--- config.mk ---
export PLATFORM = sky130hd
export DESIGN_NAME = stir_div
export DESIGN_NICKNAME = d
export VERILOG_FILES = /design/src/sparse_tensor_index_remap_assert.svh /design/src/stir_div.sv
export SDC_FILE = /design/constraint.sdc
export NUM_CORES = 1
export LEC_CHECK = 0
export BUFFER_PORTS_ARGS = -buffer_cell sky130_fd_sc_hd__buf_2
export CAP_MARGIN = 20
export CORE_ASPECT_RATIO = 0.5
export CORE_MARGIN = 1.5
export CORE_UTILIZATION = 51
export DETAILED_ROUTE_END_ITERATION = 7
export PLACE_DENSITY = 0.76
export SETUP_SLACK_MARGIN = 0.15
export SLEW_MARGIN = 20
export SYNTH_ARGS = -nofsm -noshare
export SYNTH_HDL_FRONTEND = slang
export SYNTH_SLANG_ARGS = --single-unit
--- constraint.sdc ---
create_clock -name i_clk -period 33.8 [get_ports i_clk]
set_input_delay 10.14 -clock i_clk [delete_from_list [all_inputs] [get_ports i_clk]]
set_output_delay 10.14 -clock i_clk [all_outputs]
set_load 0.1 [all_outputs]
--- src/sparse_tensor_index_remap_assert.svh ---
// assertion helpers used by sparse_tensor_index_remap.sv
`ifndef SPARSE_TENSOR_INDEX_REMAP_ASSERT_SVH
`define SPARSE_TENSOR_INDEX_REMAP_ASSERT_SVH

// same-cycle implication, checked out of reset
`define STIR_ASSERT_NOW(label, ante, cons) \
    label: assert property (@(posedge i_clk) disable iff (!i_rst_n) (ante) |-> (cons)) \
        else $error("stir check failed");

// next-cycle implication, checked out of reset
`define STIR_ASSERT_NEXT(label, ante, cons) \
    label: assert property (@(posedge i_clk) disable iff (!i_rst_n) (ante) |=> (cons)) \
        else $error("stir check failed");

`endif

--- src/stir_div.sv ---
// pipelined restoring divide by an 8-bit divisor, four quotient bits per stage
module stir_div #(
    parameter int W      = 32,
    parameter int SIDE_W = 64
) (
    input  logic              i_clk,
    input  logic              i_rst_n,
    input  logic              i_valid,
    output logic              o_ready,
    input  logic [W-1:0]      i_dividend,
    input  logic [7:0]        i_divisor,
    input  logic [SIDE_W-1:0] i_side,
    output logic              o_valid,
    input  logic              i_ready,
    output logic [W-1:0]      o_quot,
    output logic [7:0]        o_rem,
    output logic [SIDE_W-1:0] o_side
);
    localparam int NS = (W + 3) / 4;

    logic              r_v [NS];
    logic [W-1:0]      r_n [NS];
    logic [7:0]        r_r [NS];
    logic [SIDE_W-1:0] r_s [NS];
    logic [NS:0]       w_rdy;

    assign w_rdy[NS] = i_ready;
    assign o_ready   = w_rdy[0];

    for (genvar s = 0; s < NS; s++) begin : g_stage
        logic              w_v_in;
        logic [W-1:0]      w_n_in;
        logic [7:0]        w_r_in;
        logic [SIDE_W-1:0] w_s_in;
        logic [W-1:0]      n_n;
        logic [7:0]        n_r;

        if (s == 0) begin : g_first
            assign w_v_in = i_valid;
            assign w_n_in = i_dividend;
            assign w_r_in = '0;
            assign w_s_in = i_side;
        end else begin : g_rest
            assign w_v_in = r_v[s-1];
            assign w_n_in = r_n[s-1];
            assign w_r_in = r_r[s-1];
            assign w_s_in = r_s[s-1];
        end

        assign w_rdy[s] = !r_v[s] || w_rdy[s+1];

        always_comb begin
            logic [8:0] t;
            logic       q;
            n_n = w_n_in;
            n_r = w_r_in;
            for (int k = 0; k < 4; k++) begin
                if (s * 4 + k < W) begin
                    t = {n_r, n_n[W-1]};
                    q = (t >= {1'b0, i_divisor});
                    if (q) begin
                        t = t - {1'b0, i_divisor};
                    end
                    n_r = t[7:0];
                    n_n = {n_n[W-2:0], q};
                end
            end
        end

        always_ff @(posedge i_clk) begin
            if (!i_rst_n) begin
                r_v[s] <= 1'b0;
            end else if (w_rdy[s]) begin
                r_v[s] <= w_v_in;
            end
            if (w_rdy[s]) begin
                r_n[s] <= n_n;
                r_r[s] <= n_r;
                r_s[s] <= w_s_in;
            end
        end
    end

    assign o_valid = r_v[NS-1];
    assign o_quot  = r_n[NS-1];
    assign o_rem   = r_r[NS-1];
    assign o_side  = r_s[NS-1];
endmodule

==> results.txt, run 1 <==
Yosys warnings - 0
Status - completed
Minimum clock period - 22.87 ns
Total Wirelength - 78090 um
Drt pass-1 iters - 5
Synth Cell Area - 0.03882 sq mm
Setup repair bufs after CTS - 0
Crit path launch type - input port
Post-DRT Antenna Nets - 0
Worst EP required - 23.66 ns
Final period util - 67.65%
Starting DRT DRC Count - 1401
Worst Setup SP - i_ready
Critical path class - input port to primary output
Final Max Tran Viols - 0
Worst EP arrival - 12.73 ns
CTS Buf Count - 75
Via count - 22390
Core area - 0.07524 sq mm
Clock Latency Late Sink - 0.63 ns
WL per Instance - 19.32 um
Initial antenna violation count - 3
Sink Count - 840
Mean Syn Cell Area - 14.52 sq um
DP HPWL - 51960 um
Finish-stage setup viols - 0
CTS tree - done
Slew @ Worst Pin - 1.047 ns
Max-Cap Viols - 0
FP Rows - 71
Residual DRC count - 0
# IOs - 214
CTS clk-pin slew, worst paths - 0.06 ns
Synth cell count leaders - edfxtp_1, ha_1, inv_1
Final Hold Fails - 0
Synth cell types - 95
Vias in the first global route - 22650
Cells on worst reg2reg path - 30
Top_reg_cell synth - edfxtp_1
Area after DPL - 0.04128 sq mm
Sequential cell area fraction in the yosys report - 64.95%
CTS max path bufs - 3
Setup_tns - 0 ns
Layout cells sized above 1 - 16.53%
Syn Inst Count - 2673
Setup Skew - 0.01901 ns
GPL Wtd Cong - 0.8682
Ys async rst share - 0%
Cell with the most instances after synthesis - edfxtp_1
Resized cells post-CTS - 0
Timing-limited maximum frequency - 43.73 MHz
GRT Residual Overflow - 0
Cts hold-fix bufs - 0
Hold path start - r_n[0][102]
Nets - 3350
Largest net degree at the start of global routing - 75
Post-synth top area share - 64.89%
WHS Path Cells - 0
Initial Util - 51.60%
Global Route Usage Sum - 20.14%
Die Y - 198.1 um
Root Driver - clkbuf_16
Vias per cell - 5.540
H-tree depth - 3
Worst-path maximum fanout - 27
FF-to-FF Start - r_r[1][12]
Synthesis-to-layout area growth - 12.41%
Die W - 393.2 um
Die ar. - 0.07789 sq mm
Synth area leaders - edfxtp_1, ha_1, xnor2_1, mux2_2, o21ai_0
Setup crit end kind - primary output
Worst rel slew slack - 30.19%
PortBufs - 213
Largest area contributor in the netlist - edfxtp_1
Post-synth EDFFs - 839
RSZ-0062 raised after global routing - false
Worst Hold Class - flop to flop
First-pass GRT wire length - 122100 um
Post-synthesis register bit count - 840
Syn Nets - 3062
Final instance area - 0.04364 sq mm
state kept, by name, summed over array words and instances, names as in the netlist:
| register | cells |
|---|---|
| r_r | 64 |
| r_s | 512 |
| r_v | 8 |
| r_n | 256 |
logic make-up after synthesis:
kind of cell    Yosys count  share of synthesized area [%]
simple gates            565                          7.300
flops                   840                          64.95
mux                     130                          3.832
fa+ha+maj               281                          9.655
xor+xnor                140                          3.158
compound gates          518                          9.124
buf+inv                 199                          1.985
path summary, 6_finish.rpt:
kind | end | slack [ns]
setup / recovery | o_ready | 10.93
hold / removal | r_n[1][10] | 0.41
setup reg to reg | r_r[1][17] | 23.79
hold reg to reg | r_n[1][10] | 0.41
placed cells by master (no fill, tap or decap), types with 20 or more instances in the layout:
| master | instances |
|---|---|
| edfxtp_1 | 839 |
| ha_1 | 250 |
| buf_2 | 213 |
| inv_1 | 157 |
| nor2_1 | 151 |
| o21ai_0 | 127 |
| a21oi_1 | 119 |
| nand2_1 | 114 |
| xnor2_1 | 96 |
| clkbuf_16 | 78 |
| mux2_2 | 72 |
| nor2b_1 | 52 |
| nor3_1 | 51 |
| a21o_1 | 48 |
| xor2_1 | 44 |
| mux2i_1 | 38 |
| o21a_1 | 37 |
| nand4_1 | 32 |
| nand3_1 | 31 |
| fa_1 | 31 |
| nand2b_1 | 29 |
| buf_4 | 27 |
| clkbuf_1 | 20 |
stage by stage:
stage	hold slack, ns	util (%)	setup WS, ns	cells
floorplan	0.4003	-	9.900	2673
global placement	0.4002	54.86	11.03	3905
detailed placement	0.4045	54.86	10.96	3905
CTS	0.4039	57.98	10.92	4039
global route	0.4191	58.00	10.80	4042
finish	0.4068	58.00	10.93	4042
area by class of cell:
type	instances	area, sq um
inverters	168	643.1
clock buffers	100	2054
multi-input cells	1634	12870
flip-flops and latches	840	25210
diodes	2	5.005
clock inverters	34	290.3
repair buffers	242	1287
well taps	1022	1279
fillers	5661	31600
critical path, cell delays in order:
cell     delay (ns)
buf_2          0.12
nor2b_1        0.46
and3_1         0.43
and3_1         0.40
and3_1         0.35
nand2_4        0.37
buf_2          0.44
metal layers:
metal,up-vias,GRT usage (%),part of all wire [%]
met5,-,0,0
met4,0,5.877,2.4
met3,124,3.072,4.8
met2,537,35.79,51
met1,10940,25.57,42
li1,10790,-,-
Power of run 1 is not shown: default switching activity piles up to over one toggle a cycle in this logic, so the estimate is an artifact.
==> run 2: changes to the inputs <==
PLACE_DENSITY = 0.79   (was 0.76)
clock period = 19.2 ns   (was 33.8 ns; I/O delays follow)
==> results.txt, run 2 (synthesis results as in run 1) <==
Finish-stage setup viols - 0
Root Driver - clkbuf_16
FP Rows - 71
Minimum clock period - 15.25 ns
# fillers - 5649
Commonest non-fill, non-tap cell in the layout - edfxtp_1
Status - completed
Initial Util - 51.60%
Crit-path slowest cell - mux2i_1
Setup repair bufs after CTS - 0
Synthesis-to-layout area growth - 12.37%
Starting DRT DRC Count - 1999
Die W - 393.2 um
CTS clk-pin slew, worst paths - 0.07 ns
# IOs - 214
DP HPWL - 53460 um
Worst Hold Class - flop to flop
Most flop-heavy register - r_s
Initial antenna violation count - 2
Clock Latency Late Sink - 0.65 ns
Final core utilization - 57.98%
Global Route Usage Sum - 21.23%
Largest net degree at the start of global routing - 75
Seq. cell area - 0.02521 sq mm
Worst rel slew slack - 26.57%
CTS tree - done
WL per Instance - 20.37 um
First-pass GRT wire length - 127200 um
Worst EP arrival - 15.61 ns
Final period util - 79.43%
Worst EP required - 19.55 ns
Residual DRC count - 0
Core area - 0.07524 sq mm
Die ar. - 0.07789 sq mm
Layout cells sized above 1 - 16.67%
Vias in the first global route - 22950
Crit path launch type - input port
Max-Cap Viols - 0
Via count - 22750
Vias per cell - 5.637
CTS Buf Count - 74
PortBufs - 213
Drt pass-1 iters - 6
GRT Residual Overflow - 0
Max reg flops - 512
Nets - 3348
Worst-path maximum fanout - 21
Setup crit end kind - flop
Setup_tns - 0 ns
Critical path class - input port to flop
Final non-filler cell total - 4035
Placed insts - 3905
Final Hold Fails - 0
Multi-input combinational cell area - 0.01287 sq mm
Sink Count - 840
Top Registers - r_s x512, r_n x256, r_r x64
Worst path max stage delay - 0.59 ns
Final Max Tran Viols - 0
Post-DRT Antenna Nets - 0
Die Y - 198.1 um
Slew @ Worst Pin - 1.101 ns
Cts hold-fix bufs - 0
GPL Wtd Cong - 0.9180
RSZ-0062 raised after global routing - false
Setup Skew - 0.01848 ns
H-tree depth - 3
Most frequent cells in the layout - edfxtp_1, ha_1, buf_2, inv_1, nor2_1
Timing-limited maximum frequency - 65.57 MHz
CTS max path bufs - 3
Resized cells post-CTS - 0
Total Wirelength - 82210 um
[run 2: changes by cell type in the layout (fill, tap and decap cells not counted), sizes merged]
cell      before  now
inv          177  174
clkinv        20   24
clkbuf       101   87
clkinvlp       3    6
bufinv         2    5
[run 2: layer usage]
metal  track usage [%]  vias up  share of wire (%)
met4             6.750        0                2.7
met1             26.87    11190                 41
met5                 0        -                  0
li1                  -    10740                  -
met2             37.40      658                 51
met3             3.449      156                5.0
[run 2: per-stage QoR]
step / setup WS [ns] / instance area, sq um / hold WS (ns)
floorplan: 3.947 / 38820 / 0.4003
global placement: 3.566 / 41280 / 0.4002
detailed placement: 3.417 / 41280 / 0.4045
CTS: 4.049 / 43620 / 0.4120
global route: 3.147 / 43630 / 0.4217
finish: 3.949 / 43630 / 0.4058
[run 2: final cells by class]
type / count / area share (%)
Clock buffer: 87 / 4.405
Tap cell: 1022 / 2.931
Inverter: 168 / 1.474
Antenna cell: 2 / 0.01147
Multi-Input combinational cell: 1634 / 29.50
Timing Repair Buffer: 241 / 2.934
Sequential cell: 840 / 57.80
Clock inverter: 41 / 0.9522
[run 2: worst paths after layout]
kind | startpoint | endpoint | slack, ns | depth (start not counted)
max reg2reg | r_r[1][12] | r_r[1][20] | 9.20 | 31
min | r_s[1][148] | r_s[1][212] | 0.41 | 0
max | i_divisor[1] | r_r[1][13] | 3.95 | 39
min reg2reg | r_s[1][148] | r_s[1][212] | 0.41 | 0
[run 2: worst max-delay path, delay by kind of cell]
family                     cells  cell delay, ns
AOI/OAI and AO/OA             20            4.85
buffers and inverters          6            1.57
adders and majority gates      4            1.29
and+or+nand+nor                7            1.25
muxes                          2            0.86
Power of run 2 is left out for the same reason.
==> run 3: changes to the inputs <==
ABC_AREA = 1   (was default)
clock period = 13.9 ns   (was 19.2 ns; I/O delays follow)
==> results.txt, run 3 <==
Synth cell types - 59
Cell with the most instances after synthesis - edfxtp_1
Synth Cell Area - 0.03981 sq mm
Die Y - 200.6 um
DP HPWL - 55620 um
Synth area leaders - edfxtp_1, ha_1, nand2_1, inv_1, xor2_1
Crit-path slowest cell - nor2_1
CTS max path bufs - 3
CTS clk-pin slew, worst paths - 0.07 ns
Hold path start - r_s[1][182]
Max reg flops - 512
Starting DRT DRC Count - 1967
RSZ-0062 raised after global routing - false
Sequential cell area fraction in the yosys report - 63.34%
Setup crit end kind - primary output
Global Route Usage Sum - 21.61%
GR Util met3 - 3.166%
Vias in the first global route - 25330
Flop2flop setup slack - 6.19 ns
Ys async rst share - 0%
PortBufs - 213
GRT Residual Overflow - 0
Synthesis-to-layout area growth - 12.71%
Worst Setup SP - i_ready
Initial antenna violation count - 3
# IOs - 214
Top_reg_cell synth - edfxtp_1
Yosys warnings - 0
H-tree depth - 3
Post-synth EDFFs - 839
Worst EP arrival - 8.57 ns
Residual DRC count - 7
Post-synthesis register bit count - 840
GRT met2 Usage - 39.38%
Status - finished, violations left
Placed insts - 4597
Setup_tns - 0 ns
Initial Util - 51.50%
Final Max Tran Viols - 0
Most flop-heavy register - r_s
WHS Path Cells - 0
Via count - 25140
Max-Cap Viols - 0
Syn Inst Count - 3340
Worst rel slew slack - 32.67%
Drt pass-1 iters - 8
Core area - 0.07729 sq mm
CTS Buf Count - 76
Top Registers - r_s x512, r_n x256, r_r x64
Total Wirelength - 85950 um
CTS tree - done
Final period util - 91.69%
Cts hold-fix bufs - 0
First-pass GRT wire length - 135200 um
Commonest non-fill, non-tap cell in the layout - edfxtp_1
Sink of the worst hold path - r_s[1][246]
Syn Nets - 3729
Met1 Use GR - 26.44%
Finish-stage setup viols - 0
Post-DRT Antenna Nets - 0
FF-to-FF Start - r_r[0][3]
Worst Hold Class - flop to flop
Buf/Inv on CP - 6
Slew @ Worst Pin - 1.010 ns
Layout cells sized above 1 - 13.92%
Timing-limited maximum frequency - 78.46 MHz
Worst path max stage delay - 0.51 ns
Most Frequent Cell on Critical Path - nand2_8
Setup Skew - 0.03475 ns
Largest net degree at the start of global routing - 76
Worst-path maximum fanout - 68
Critical path class - input port to primary output
Die ar. - 0.07984 sq mm
Crit path launch type - input port
Die W - 398.1 um
WL per Instance - 18.14 um
Seq. cell area - 0.02521 sq mm
GPL Wtd Cong - 0.8880
Global route hottest layer - met2
Vias per cell - 5.308
Root Driver - clkbuf_16
Post-synth top area share - 63.29%
Synth cell count leaders - edfxtp_1, nand2_1, inv_1
Nets - 4028
Worst EP required - 9.73 ns
Final non-filler cell total - 4737
Critical R2R Capture - r_r[0][15]
Most frequent cells in the layout - edfxtp_1, nand2_1, inv_1, ha_1, buf_2
Cells on worst reg2reg path - 37
FP Rows - 72
Crit-path cells - buf_2 > nor2_4 > clkinvlp_4 > nor2_1 > nand2_8 > inv_6 > nand2_8 > nor2_4 > clkinvlp_4 > nor2_1 > nand2_8 > inv_6 > nand2_8 > buf_2
Violated checks - design-rule violations
Clock Latency Late Sink - 0.64 ns
Resized cells post-CTS - 0
# fillers - 5916
Mean Syn Cell Area - 11.92 sq um
Sink Count - 840
Largest area contributor in the netlist - edfxtp_1
Final Hold Fails - 0
CP top delay family - simple AND/OR/NAND/NOR gates
Multi-input combinational cell area - 0.01294 sq mm
Minimum clock period - 12.74 ns
Setup repair bufs after CTS - 0
==> run 3: cell count changes after synthesis, moves of 38 or more <==
cell     before  now
a21o_1       48    4
a21oi_1     119  168
inv_1       162  390
mux2_2       72    0
mux2i_1      38    0
nand2_1     118  801
nand3_1      31  174
nor2_1      151  113
nor2b_1      52    0
o21ai_0     127   67
xnor2_1      96   54
xor2_1       44  100
==> run 3: through the flow <==
step	worst slack (ns)	hold slack (ns)	utilization, %	instance area [sq um]
floorplan	-1.011	0.4003	-	39910
global placement	1.410	0.4001	54.76	42320
detailed placement	1.275	0.4045	54.76	42320
CTS	1.160	0.4085	58.04	44860
global route	0.9137	0.4141	58.05	44870
finish	1.155	0.3966	58.05	44870
==> run 3: worst max path at each step <==
stage,endpoint,cells after the start
finish,o_ready,14
global route,o_ready,14
CTS,o_ready,14
detailed placement,o_ready,14
global placement,o_ready,14
floorplan,o_ready,12
==> run 3: per-layer routing <==
layer	part of all wire [%]	wire (um)
met1	40	34430
met4	2.9	2510
met3	5.2	4440
met2	52	44570
met5	0	0
==> run 3: logic make-up after synthesis <==
logic type / Yosys count / share of synthesized area (%)
compound gates: 342 / 4.998
xor+xnor: 154 / 3.388
fa+ha+maj: 281 / 9.417
buf+inv: 437 / 4.353
flops: 840 / 63.34
simple gates: 1286 / 14.51
==> run 3: layout make-up <==
| cell class | instances | area share (%) |
|---|---|---|
| Inverter | 418 | 3.547 |
| Sequential cell | 840 | 56.20 |
| Timing Repair Buffer | 240 | 2.864 |
| Multi-Input combinational cell | 2063 | 28.84 |
| Clock inverter | 50 | 1.311 |
| Antenna cell | 2 | 0.01115 |
| Clock buffer | 88 | 4.339 |
| Tap cell | 1036 | 2.889 |
==> run 3: worst reg2reg max path, delay by kind of cell (launching register included) <==
| kind | cells | cell delay [ns] |
|---|---|---|
| adders and majority gates | 4 | 1.41 |
| AOI/OAI and AO/OA | 11 | 2.76 |
| and+or+nand+nor | 19 | 2.62 |
| DFF | 1 | 0.44 |
| buffers and inverters | 3 | 0.25 |
Power of run 3 is left out for the same reason.
